==> config.mk <==
export PLATFORM = sky130hd
export DESIGN_NAME = healpix_tile_to_hpx_reference_pixel_top
export DESIGN_NICKNAME = d
export VERILOG_FILES = /design/src/hpxr_pkg.sv /design/src/hpxr_decode.sv /design/src/hpxr_place.sv /design/src/hpxr_scale.sv /design/src/healpix_tile_to_hpx_reference_pixel_top.sv
export VERILOG_INCLUDE_DIRS = /design/src /design/src/src
export SDC_FILE = /design/constraint.sdc
export NUM_CORES = 2
export LEC_CHECK = 0
export BUFFER_PORTS_ARGS = -buffer_cell sky130_fd_sc_hd__buf_2
export CORE_MARGIN = 2
export CORE_UTILIZATION = 59
export CTS_CLUSTER_SIZE = 14
export DETAILED_ROUTE_END_ITERATION = 10
export PLACE_DENSITY = 0.83
export SLEW_MARGIN = 15
export SYNTH_ARGS = -nofsm -noshare
export SYNTH_HDL_FRONTEND = slang
export SYNTH_HIERARCHICAL = 1
export SYNTH_SLANG_ARGS = --single-unit
==> constraint.sdc <==
create_clock -name clock -period 10.9 [get_ports clock]
set_input_delay 2.18 -clock clock [delete_from_list [all_inputs] [get_ports clock]]
set_output_delay 2.18 -clock clock [all_outputs]
set_load 0.005 [all_outputs]
==> src/assert_macros.svh <==
// Assertion macros shared by the HPX reference pixel RTL.
`ifndef ASSERT_MACROS_SVH
`define ASSERT_MACROS_SVH

// Same-cycle implication, checked on every clock edge outside reset.
`define HPXR_ASSERT_NOW(lbl, ante, cons, msg) \
   lbl: assert property (@(posedge clock) disable iff (reset) (ante) |-> (cons)) \
      else $error(msg);

// Next-cycle implication, checked on every clock edge outside reset.
`define HPXR_ASSERT_NEXT(lbl, ante, cons, msg) \
   lbl: assert property (@(posedge clock) disable iff (reset) (ante) |=> (cons)) \
      else $error(msg);

`endif

==> src/hpxr_pkg.sv <==
// Shared constants and stage payload types of the HPX reference pixel pipeline.
package hpxr_pkg;

   localparam int MAX_ORDER   = 29;
   localparam int ORDER_W     = 5;
   localparam int INDEX_W     = 62;
   localparam int HALF_W      = 29;
   localparam int BASE_W      = 4;
   localparam int WIDTH_W     = 13;
   localparam int CX_W        = 33;
   localparam int CY_W        = 31;
   localparam int CRPIX_W     = 45;
   localparam int REQ_DATA_W  = 72;
   localparam int RSP_DATA_W  = 160;
   localparam logic [WIDTH_W-1:0] TILE_WIDTH_RESET = 13'd512;
   localparam logic [INDEX_W-1:0] BASE_CELLS = 62'd12;

   // Stage 1 result: base cell and deinterleaved local hash.
   typedef struct packed {
      logic                err;
      logic [ORDER_W-1:0]  order;
      logic [BASE_W-1:0]   base;
      logic [HALF_W-1:0]   iv;
      logic [HALF_W-1:0]   jv;
   } dec_type;

   // Stage 2 result: tile center on the HPX plane.
   typedef struct packed {
      logic                    err;
      logic signed [CX_W-1:0]  x;
      logic signed [CY_W-1:0]  y;
   } pos_type;

   // Stage 3 result: width times the rotated coordinates.
   typedef struct packed {
      logic                       err;
      logic signed [CX_W-1:0]     x;
      logic signed [CY_W-1:0]     y;
      logic        [CRPIX_W-1:0]  p1;
      logic        [CRPIX_W-1:0]  p2;
   } prod_type;

   // Final result beat.
   typedef struct packed {
      logic                       err;
      logic signed [CX_W-1:0]     x;
      logic signed [CY_W-1:0]     y;
      logic        [CRPIX_W-1:0]  c1;
      logic        [CRPIX_W-1:0]  c2;
   } res_type;

endpackage

==> src/hpxr_decode.sv <==
// Stage 1: split off the base cell, flag bad indexes, deinterleave the local hash.
`include "assert_macros.svh"

module hpxr_decode
   import hpxr_pkg::*;
(
   input  logic                 clock,
   input  logic                 reset,
   input  logic                 in_valid,
   output logic                 in_ready,
   input  logic [ORDER_W-1:0]   order,
   input  logic [INDEX_W-1:0]   index,
   output logic                 out_valid,
   input  logic                 out_ready,
   output dec_type              out_data
);

   logic                valid_ff;
   dec_type             data_ff;
   dec_type             data_in;
   logic [5:0]          shamt;
   logic [INDEX_W-1:0]  upper;
   logic [INDEX_W-1:0]  local_hash;

   always_comb begin
      shamt      = {order, 1'b0};
      upper      = index >> shamt;
      local_hash = index & ~({INDEX_W{1'b1}} << shamt);
      data_in.err   = (order > ORDER_W'(MAX_ORDER)) || (upper >= BASE_CELLS);
      data_in.order = order;
      data_in.base  = upper[BASE_W-1:0];
      for (int k = 0; k < HALF_W; k++) begin
         data_in.iv[k] = local_hash[2*k];
         data_in.jv[k] = local_hash[2*k+1];
      end
   end

   assign in_ready  = !valid_ff || out_ready;
   assign out_valid = valid_ff;
   assign out_data  = data_ff;

   always_ff @(posedge clock) begin
      if (reset) begin
         valid_ff <= 1'b0;
      end else if (in_ready) begin
         valid_ff <= in_valid;
      end
   end

   always_ff @(posedge clock) begin
      if (in_ready) begin
         data_ff <= data_in;
      end
   end

   `HPXR_ASSERT_NOW(a_base_in_range, valid_ff && !data_ff.err, data_ff.base < 4'd12, "decode: accepted base cell out of range")

endmodule

==> src/hpxr_place.sv <==
// Stage 2: place the base cell on the HPX plane with the wrap cases.
module hpxr_place
   import hpxr_pkg::*;
(
   input  logic     clock,
   input  logic     reset,
   input  logic     in_valid,
   output logic     in_ready,
   input  dec_type  in_data,
   output logic     out_valid,
   input  logic     out_ready,
   output pos_type  out_data
);

   logic                    valid_ff;
   pos_type                 data_ff;
   pos_type                 data_in;
   logic        [CY_W-1:0]  nside;
   logic signed [CY_W-1:0]  li;
   logic signed [CY_W-1:0]  hi;
   logic signed [CY_W-1:0]  hterm;
   logic signed [4:0]       lb0;
   logic signed [4:0]       lb;
   logic        [1:0]       q;
   logic signed [CX_W-1:0]  lterm;

   always_comb begin
      nside = CY_W'(1) << in_data.order;
      li    = $signed({2'b00, in_data.iv}) - $signed({2'b00, in_data.jv});
      hi    = $signed({2'b00, in_data.iv}) + $signed({2'b00, in_data.jv})
              - $signed(nside) + $signed(CY_W'(1));
      q     = in_data.base[3:2];
      lb0   = $signed({2'b00, in_data.base[1:0], 1'b0});
      // Equatorial row folds the rightmost cell, and the one before it on its right half; polar rows shift by one.
      unique case (q)
         2'd1: begin
            hterm = '0;
            if (lb0 == 5'sd6 || (lb0 == 5'sd4 && li > 0)) begin
               lb = lb0 - 5'sd8;
            end else begin
               lb = lb0;
            end
         end
         2'd0: begin
            hterm = $signed(nside);
            lb    = (lb0 + 5'sd1 > 5'sd3) ? lb0 - 5'sd7 : lb0 + 5'sd1;
         end
         default: begin
            hterm = -$signed(nside);
            lb    = (lb0 + 5'sd1 > 5'sd3) ? lb0 - 5'sd7 : lb0 + 5'sd1;
         end
      endcase
      lterm = $signed({{(CX_W-5){lb[4]}}, lb}) <<< in_data.order;
      data_in.err = in_data.err;
      if (in_data.err) begin
         data_in.x = '0;
         data_in.y = '0;
      end else begin
         data_in.x = lterm + $signed({{(CX_W-CY_W){li[CY_W-1]}}, li});
         data_in.y = hterm + hi;
      end
   end

   assign in_ready  = !valid_ff || out_ready;
   assign out_valid = valid_ff;
   assign out_data  = data_ff;

   always_ff @(posedge clock) begin
      if (reset) begin
         valid_ff <= 1'b0;
      end else if (in_ready) begin
         valid_ff <= in_valid;
      end
   end

   always_ff @(posedge clock) begin
      if (in_ready) begin
         data_ff <= data_in;
      end
   end

endmodule

==> src/hpxr_scale.sv <==
// Stages 3 and 4: scale the rotated center by the tile width, add the offset.
`include "assert_macros.svh"

module hpxr_scale
   import hpxr_pkg::*;
(
   input  logic                clock,
   input  logic                reset,
   input  logic [WIDTH_W-1:0]  tile_width,
   input  logic                in_valid,
   output logic                in_ready,
   input  pos_type             in_data,
   output logic                out_valid,
   input  logic                out_ready,
   output res_type             out_data
);

   logic                      mul_valid_ff;
   logic                      mul_ready;
   prod_type                  mul_ff;
   prod_type                  mul_in;
   logic                      res_valid_ff;
   logic                      res_ready;
   res_type                   res_ff;
   res_type                   res_in;
   logic signed [CX_W:0]      diff;
   logic signed [CX_W:0]      sum;
   logic signed [CX_W+13:0]   prod1;
   logic signed [CX_W+13:0]   prod2;
   logic        [CRPIX_W-1:0] offset;

   always_comb begin
      diff  = $signed({in_data.x[CX_W-1], in_data.x})
              - $signed({{(CX_W+1-CY_W){in_data.y[CY_W-1]}}, in_data.y});
      sum   = $signed({in_data.x[CX_W-1], in_data.x})
              + $signed({{(CX_W+1-CY_W){in_data.y[CY_W-1]}}, in_data.y});
      prod1 = $signed({1'b0, tile_width}) * diff;
      prod2 = $signed({1'b0, tile_width}) * sum;
      mul_in.err = in_data.err;
      mul_in.x   = in_data.x;
      mul_in.y   = in_data.y;
      mul_in.p1  = prod1[CRPIX_W-1:0];
      mul_in.p2  = prod2[CRPIX_W-1:0];
   end

   always_comb begin
      offset     = {{(CRPIX_W-WIDTH_W){1'b0}}, tile_width} + CRPIX_W'(1);
      res_in.err = mul_ff.err;
      res_in.x   = mul_ff.x;
      res_in.y   = mul_ff.y;
      // Drop the offset on rejected beats so every field reads zero.
      res_in.c1  = mul_ff.err ? '0 : mul_ff.p1 + offset;
      res_in.c2  = mul_ff.err ? '0 : mul_ff.p2 + offset;
   end

   assign res_ready = !res_valid_ff || out_ready;
   assign mul_ready = !mul_valid_ff || res_ready;
   assign in_ready  = mul_ready;
   assign out_valid = res_valid_ff;
   assign out_data  = res_ff;

   always_ff @(posedge clock) begin
      if (reset) begin
         mul_valid_ff <= 1'b0;
         res_valid_ff <= 1'b0;
      end else begin
         if (mul_ready) begin
            mul_valid_ff <= in_valid;
         end
         if (res_ready) begin
            res_valid_ff <= mul_valid_ff;
         end
      end
   end

   always_ff @(posedge clock) begin
      if (mul_ready) begin
         mul_ff <= mul_in;
      end
      if (res_ready) begin
         res_ff <= res_in;
      end
   end

   `HPXR_ASSERT_NEXT(a_mul_moves, mul_valid_ff && res_ready, res_valid_ff, "scale: product beat lost between stages")

endmodule

==> src/healpix_tile_to_hpx_reference_pixel_top.sv <==
// Top level of the HEALPix tile to HPX reference pixel pipeline.
// Each request beat carries a HEALPix order and a nested tile index; each response
// beat returns the tile center on the HPX plane in tile steps and twice the FITS
// reference pixels for the programmed tile width. The pipeline has four register
// stages (decode, placement, multiply, offset), and one beat per cycle is sustained
// while the output does not stall; the depth is set by the decode shifter and the
// 14 by 34 bit width multipliers. Ready flows back combinationally through the
// stages, and empty stages fill while the output is stalled. A rejected index
// (base cell of twelve or above, or an order above 29) returns index_error set
// with all other fields zero. Write tile_width only while no beats are in flight.
`include "assert_macros.svh"

module healpix_tile_to_hpx_reference_pixel_top
   import hpxr_pkg::*;
(
   input  logic                   clock,
   input  logic                   reset,
   input  logic                   csr_we,
   input  logic [WIDTH_W-1:0]     csr_wdata,     // tile_width
   input  logic                   req_tvalid,
   output logic                   req_tready,
   // [4:0] tile_order, [66:5] tile_index, [71:67] zero
   input  logic [REQ_DATA_W-1:0]  req_tdata,
   output logic                   rsp_tvalid,
   input  logic                   rsp_tready,
   // [32:0] center_x, [63:33] center_y, [108:64] crpix1_doubled,
   // [153:109] crpix2_doubled, [159:154] zero
   output logic [RSP_DATA_W-1:0]  rsp_tdata,
   output logic                   rsp_tuser      // index_error
);

   logic [WIDTH_W-1:0]  tile_width_ff;
   logic                dec_valid;
   logic                dec_ready;
   dec_type             dec_data;
   logic                pos_valid;
   logic                pos_ready;
   pos_type             pos_data;
   res_type             res_data;

   always_ff @(posedge clock) begin
      if (reset) begin
         tile_width_ff <= TILE_WIDTH_RESET;
      end else if (csr_we) begin
         tile_width_ff <= csr_wdata;
      end
   end

   hpxr_decode u_decode (
      .clock     (clock),
      .reset     (reset),
      .in_valid  (req_tvalid),
      .in_ready  (req_tready),
      .order     (req_tdata[ORDER_W-1:0]),
      .index     (req_tdata[ORDER_W+INDEX_W-1:ORDER_W]),
      .out_valid (dec_valid),
      .out_ready (dec_ready),
      .out_data  (dec_data)
   );

   hpxr_place u_place (
      .clock     (clock),
      .reset     (reset),
      .in_valid  (dec_valid),
      .in_ready  (dec_ready),
      .in_data   (dec_data),
      .out_valid (pos_valid),
      .out_ready (pos_ready),
      .out_data  (pos_data)
   );

   hpxr_scale u_scale (
      .clock      (clock),
      .reset      (reset),
      .tile_width (tile_width_ff),
      .in_valid   (pos_valid),
      .in_ready   (pos_ready),
      .in_data    (pos_data),
      .out_valid  (rsp_tvalid),
      .out_ready  (rsp_tready),
      .out_data   (res_data)
   );

   assign rsp_tdata = {(RSP_DATA_W-2*CRPIX_W-CX_W-CY_W)'(0),
                       res_data.c2, res_data.c1, res_data.y, res_data.x};
   assign rsp_tuser = res_data.err;

   `HPXR_ASSERT_NOW(a_err_zero, rsp_tvalid && rsp_tuser, rsp_tdata == '0, "top: rejected beat carries nonzero fields")
   `HPXR_ASSERT_NOW(a_ready_chain, rsp_tready, req_tready, "top: pipeline stalls while output drains")

endmodule

# After elaboration in Yosys (flattened, before gate mapping)

Cells that the tools add are included.
W data, S select, Z words.

Add/sub/neg operators: 15
Multipliers: 2
$lt $le $gt $ge: 4
Equality and inequality tests: 3
Shift-type cells: 4
Multiplexer cells: 4
Bitwise gates (word level): 2
Reduce and logical (&&, ||, !) cells: 12

Operators by type and width:

| cell                    | number |
|---|---|
| $add A45 B45 Y45        | 2 |
| $mul A14 B34 Y45        | 2 |
| $ge A62 B4 Y1 const B   | 1 |
| $pmux W31 S2            | 1 |
| $shl A62 B6 Y58 const A | 1 |
| $shr A62 B6 Y62         | 1 |
| $and A58 B58 Y58        | 1 |
| $not A58 Y58            | 1 |
| $add A33 B31 Y34        | 1 |
| $sub A33 B31 Y34        | 1 |
| $add A33 B30 Y33        | 1 |
| $sshl A5 B5 Y33         | 1 |
| $add A31 B2 Y31 const B | 1 |
| $add A31 B31 Y31        | 1 |
| $neg A31 Y31            | 1 |
| $shl A1 B5 Y31 const A  | 1 |
| $sub A31 B31 Y31        | 1 |
| $add A29 B29 Y30        | 1 |
| $gt A30 B1 Y1 const B   | 1 |
| $sub A29 B29 Y30        | 1 |
| $mux W5                 | 3 |
| $add A13 B1 Y14 const B | 1 |
| $logic_or A1 B1 Y1      | 6 |
| $gt A5 B3 Y1 const B    | 1 |
| 9 further kinds         | 13 |

Register bits after elaboration: 460
Bits of input ports: 90
Output and inout port bits: 163
Logic and storage cells: 69

# Longest topological paths before layout

Word-level depth: 8
Mapped depth: 37
Mapped depth without buffers: 34

# Cells and area by module

Netlist, hierarchy kept.

By module, submodules not included:

| module                                  | instances | cells an instance | area each (um^2) | seq. area each (um^2) |
|---|---|---|---|---|
| hpxr_scale                              | 1         | 4995              | 47070.1          | 9288.9 |
| hpxr_place                              | 1         | 1387              | 10731.5          | 1971.9 |
| hpxr_decode                             | 1         | 534               | 5554.1           | 2062.0 |
| healpix_tile_to_hpx_reference_pixel_top | 1         | 49                | 525.5            | 260.2 |

# Worst setup path after synthesis

Ideal clock, no wire load.

Path kind: input to output
From: input rsp_tready
To: output req_tready
Data arrival time: 9.215 ns
Data required time: 8.720 ns
Setup slack: -0.495 ns
Stages on the path: 4
Path buffers: 0
Cell sequence: nor2b_1 > nand2_1 > nand2b_1 > nand2b_1

Word-level cells in the longest chain between the ends: 4

Ends and longest elaborated chain:

| item               | line                                          | source |
|---|---|---|
| start, declared    | healpix_tile_to_hpx_reference_pixel_top.sv:25 | `input logic rsp_tready,` |
| $logic_or A1 B1 Y1 | hpxr_scale.sv:56                              | `assign res_ready = !res_valid_ff \|\| out_ready;` |
| $logic_or A1 B1 Y1 | hpxr_scale.sv:57                              | `assign mul_ready = !mul_valid_ff \|\| res_ready;` |
| via pos_ready      | healpix_tile_to_hpx_reference_pixel_top.sv:37 | `logic pos_ready;` |
| $logic_or A1 B1 Y1 | hpxr_place.sv:64                              | `assign in_ready = !valid_ff \|\| out_ready;` |
| via dec_ready      | healpix_tile_to_hpx_reference_pixel_top.sv:34 | `logic dec_ready;` |
| $logic_or A1 B1 Y1 | hpxr_decode.sv:38                             | `assign in_ready = !valid_ff \|\| out_ready;` |
| end, declared      | healpix_tile_to_hpx_reference_pixel_top.sv:21 | `output logic req_tready,` |

The timed path passes the listed nets, and every way through them passes these cells.

# Worst setup path in the final report

From: register u_place.data_ff, in the netlist u_place/out_data[11]
To: register u_scale/mul_ff[89] (netlist bit), data pin

Word-level cells in the longest chain between the ends: 2

Ends and longest elaborated chain:

| item                   | line             | source |
|---|---|---|
| start, declared        | hpxr_place.sv:16 | `pos_type data_ff;` |
| start signal, assigned | hpxr_place.sv:78 | `data_ff <= data_in;` |
| $sub A33 B31 Y34       | hpxr_scale.sv:34 | `- $signed({{(CX_W+1-CY_W){in_data.y[CY_W-1]}}, in_data.y});` |
| $mul A14 B34 Y45       | hpxr_scale.sv:37 | `prod1 = $signed({1'b0, tile_width}) * diff;` |
| via u_scale.prod1[44]  | hpxr_scale.sv:28 | `logic signed [CX_W+13:0] prod1;` |
| end signal, assigned   | hpxr_scale.sv:78 | `mul_ff <= mul_in;` |
| end, declared          | hpxr_scale.sv:20 | `prod_type mul_ff;` |

The timed path passes the listed nets, and every way through them passes these cells.
A chain may end at the register's enable or synchronous reset.

==> results.txt <==
- The run finished with clean final reports.
- Most prevalent standard cell on the critical path: sky130_fd_sc_hd__fa_1
- Width of the die: 333 um
* Via count of the first global-routing pass: 52700
- Average vias per placed instance: 6.17
* Clk Latency, worst-skew pair: 0.68 ns
* CP Capture Type: flop
- After synthesis, the largest family of logic cells by area is adder cells.
- Sequential cells were found to cover 21.3% of the synthesized design area.
- Before CTS, the worst setup slack after placement is 1.31 ns.
- Clock tree synthesis selected as its root buffer the cell sky130_fd_sc_hd__clkbuf_16.
- Die Footprint: 111000 um2
- Final number of max-transition violations: 0
- Number of design-rule violations left by the first detailed-router iteration: 5161
* Number of antenna repair diodes: 0
* Cell type of the slowest stage on the worst timing path: sky130_fd_sc_hd__fa_1
- Once the clock tree was built, the resizer swapped 0 gates to a different size.
* Routed wire length per instance: 22.1 um
- Worst supply voltage drop on vdd: 0.135 mV
- Number of flip-flops and latches in the synthesized netlist: 458
- The tool flagged a number of max-cap violations equal to 0.
- Of the total synthesized cell area, the portion taken by full adders, half adders and majority gates is 33.4%.
- Number of distinct library cells after synthesis: 116
* Post-Route WL: 186000 um
- Clock transition at the registers of the reported paths: 0.06 ns
- The clock passes through at most 3 buffers.
* Min Clock Period, post-route: 9.96 ns
* Relative slew margins: 24.2%
- Post-CTS timing repair inserted 0 buffers for setup.
- Input and output buffers added on the ports amount to 241.
- Summing the areas of all and, or, nand and nor instances in the mapped netlist gives 17.3% of the synthesized area.
- Antenna Violating Nets Remaining: 0
* Total standard cell area after synthesis: 63900 um2
* Overall power consumption: 5.40 mW
- STA puts the critical path data arrival time at 10.35 ns.
* Cts bufs inserted: 53
* CP peak stage delay: 0.60 ns
- Fin Clk Skew: 0.0594 ns
* Worst setup slack for register-to-register paths: 0.94 ns
- Half-perimeter wire length of the detailed placement result: 143000 um
* Xor-xnor portion of the synthesized cell area: 4.72%
- Worst path setup slack after routing: 0.941 ns
- TritonCTS built the clock tree.
* Worst hold-check path type: flop to flop
* Count of final setup violators: 0
- The kind of cell with the highest combined delay along the critical path is adder cells.
* Crit path buf inv count: 6
* Mean post-synth cell area: 9.17 um2
- Fin cells: 8428
- Effective utilization at floorplan: 59.6%
- Summing all flip-flop and latch instances after layout gives 13600 um2.
- Relative area change from synthesis to final layout: 6.29%
- Largest net degree at the start of global routing: 89
- Setup repair after global routing missed its margin: false
- After detailed routing, the number of remaining DRC violations is 0.
- DR vias: 52000
- Fill cells in the final layout number 8737.
* Final layout net count: 8297
* Number of instances in the synthesized netlist: 6965
* Initial antenna violation count: 8
- The first global-routing pass estimated 291000 um of wire.
* Fmax: 100 MHz
- In this run, synthesis inferred 441 flip-flops with an integrated enable.
- Global routing consumed, over all layers together, 33.5% of the routing resources.
- Post-route clock period utilization: 91.4%
* Predominant post-synthesis flop cell: sky130_fd_sc_hd__edfxtp_1
- The Yosys step of the flow raised 6 warnings.
- Summing the areas of all compound-gate instances in the mapped netlist gives 11.9% of the synthesized area.
- The number of hold buffers added after CTS was 0.
- Count of TritonRoute iterations in the first routing pass: 9
- Gp weighted congestion: 1.01
* Power density of the placed cells: 79.6 nW/um2
- Overflow left after global routing: 0
- Sink count of the clock tree: 458
- The region available for standard cell placement spans 107000 um2.
* Total Neg Setup Slack: 0 ns
- FP Rows: 120
- Fraction of final layout cells sized beyond drive strength 1: 8.34%
* Slew at the pin closest to its max-slew limit: 1.14 ns
- Num ports: 253
- CTS H-tree lvls: 2
- The critical path in this run is classified as flop to flop.
- The number of placed instances, taps included, is 8331.
- Critical Path RT: 11.29 ns
* Startpoint Class: flop
- Crit-path max FO: 13
- In the final layout, the multi-input gates occupy 44800 um2.
* Async S/R FF share, synth: 0%
* Post-synthesis mux area share: 2.49%
* Number of endpoints with negative hold slack in the final report: 0
* Lkg Pwr: 32.6 nW
- From bottom edge to top edge, the die measures 333 um.
## layout make-up
cell class,count,share of cell area [%]
sequential,458,20.0
clock inverter,39,0.595
tap,1403,2.59
clock buffer,58,1.98
multi-input combinational,5058,66.0
timing repair buffer,345,2.93
inverter,1067,5.91
## worst paths after layout
kind | startpoint | end | depth (start not counted)
max | u_place/out_data[11]$_SDFFCE_PP0P_ | u_scale/mul_ff[89]$_DFFE_PP_ | 32
min | u_scale/mul_ff[111]$_DFFE_PP_ | u_scale/out_data[111]$_DFFE_PP_ | 0
max reg2reg | u_place/out_data[11]$_SDFFCE_PP0P_ | u_scale/mul_ff[89]$_DFFE_PP_ | 32
min reg2reg | u_scale/mul_ff[111]$_DFFE_PP_ | u_scale/out_data[111]$_DFFE_PP_ | 0
## layout by cell type, fill, tap and decap left out, types with 54 or more instances in the layout
cell / netlist / layout
sky130_fd_sc_hd__inv_1: 1061 / 1060
sky130_fd_sc_hd__nor3_1: 109 / 108
sky130_fd_sc_hd__o21bai_1: 54 / 54
sky130_fd_sc_hd__nand2_1: 687 / 686
sky130_fd_sc_hd__o21ai_0: 177 / 177
sky130_fd_sc_hd__nand2b_1: 78 / 76
sky130_fd_sc_hd__edfxtp_1: 441 / 441
sky130_fd_sc_hd__xnor2_1: 209 / 196
sky130_fd_sc_hd__a21o_1: 97 / 97
sky130_fd_sc_hd__nor2_1: 438 / 438
sky130_fd_sc_hd__and2_1: 407 / 407
sky130_fd_sc_hd__nor2b_1: 116 / 116
sky130_fd_sc_hd__buf_4: 12 / 105
sky130_fd_sc_hd__buf_2: 40 / 240
sky130_fd_sc_hd__fa_1: 800 / 800
sky130_fd_sc_hd__xor2_1: 135 / 135
sky130_fd_sc_hd__a21oi_1: 306 / 305
sky130_fd_sc_hd__mux2i_1: 57 / 57
sky130_fd_sc_hd__and3_1: 59 / 59
sky130_fd_sc_hd__ha_1: 424 / 424
sky130_fd_sc_hd__nand3_1: 118 / 118
## cells in the mapped netlist, drive strengths merged, types with 34 or more instances
library cell	n	area [um2]
inv	1064	3990
fa	800	16000
nand2	688	2580
edfxtp	441	13200
nor2	440	1660
ha	424	5310
and2	407	2550
a21oi	310	1570
clkbuf	304	1140
xnor2	209	1830
o21ai	196	992
xor2	135	1180
nand3	119	608
nor2b	117	739
nor3	109	546
a21o	97	728
buf	83	524
nand2b	78	488
and3	59	369
mux2i	57	571
o21bai	55	417
a211oi	54	410
a31oi	49	313
nor4	49	307
o21a	49	368
nand4	41	257
o211ai	34	255
## routing by layer
metal / routed length [um] / GRT usage (%)
met1: 69900 / 42.6
met2: 87000 / 54.7
met3: 17300 / 5.52
met4: 12000 / 19.1
met5: 50 / 0
## per-stage QoR
stage	hold WS, ns	instance area (um2)	utilization [%]
after global routing	0.423	67900	63.3
after floorplan	0.400	63900	-
after global placement	0.403	66100	61.7
after detailed placement	0.405	66100	61.7
after CTS	0.419	67900	63.3
final	0.418	67900	63.3
## power by group
group / internal [mW] / switching, mW / leakage [nW]
registers: 1.94 / 0.0487 / 5.48
clock network: 1.02 / 0.772 / 0.840
logic: 0.589 / 1.03 / 26.3
total: 3.55 / 1.85 / 32.6
## logic make-up (layout without fill, tap and decap cells)
kind of cell / count (synthesis) / in the layout
AOI/OAI and AO/OA: 1134 / 1134
DFF: 458 / 458
xor gates and xnor gates: 344 / 344
buffers and inverters: 1454 / 1509
other: 1 / 6
muxes: 116 / 116
and+or+nand+nor: 2234 / 2234
adders and majority gates: 1224 / 1224
## flip-flops by register name (all words and copies together) (netlist names)
| register | count |
|---|---|
| u_decode/out_valid | 1 |
| u_decode/out_data | 68 |
| u_place/out_data | 65 |
| u_scale/out_data | 154 |
| u_scale/mul_ff | 154 |
| u_place/out_valid | 1 |
| tile_width_ff | 13 |
| u_scale/mul_valid_ff | 1 |
| u_scale/out_valid | 1 |
No activity file was read; power rests on OpenSTA's default activity.
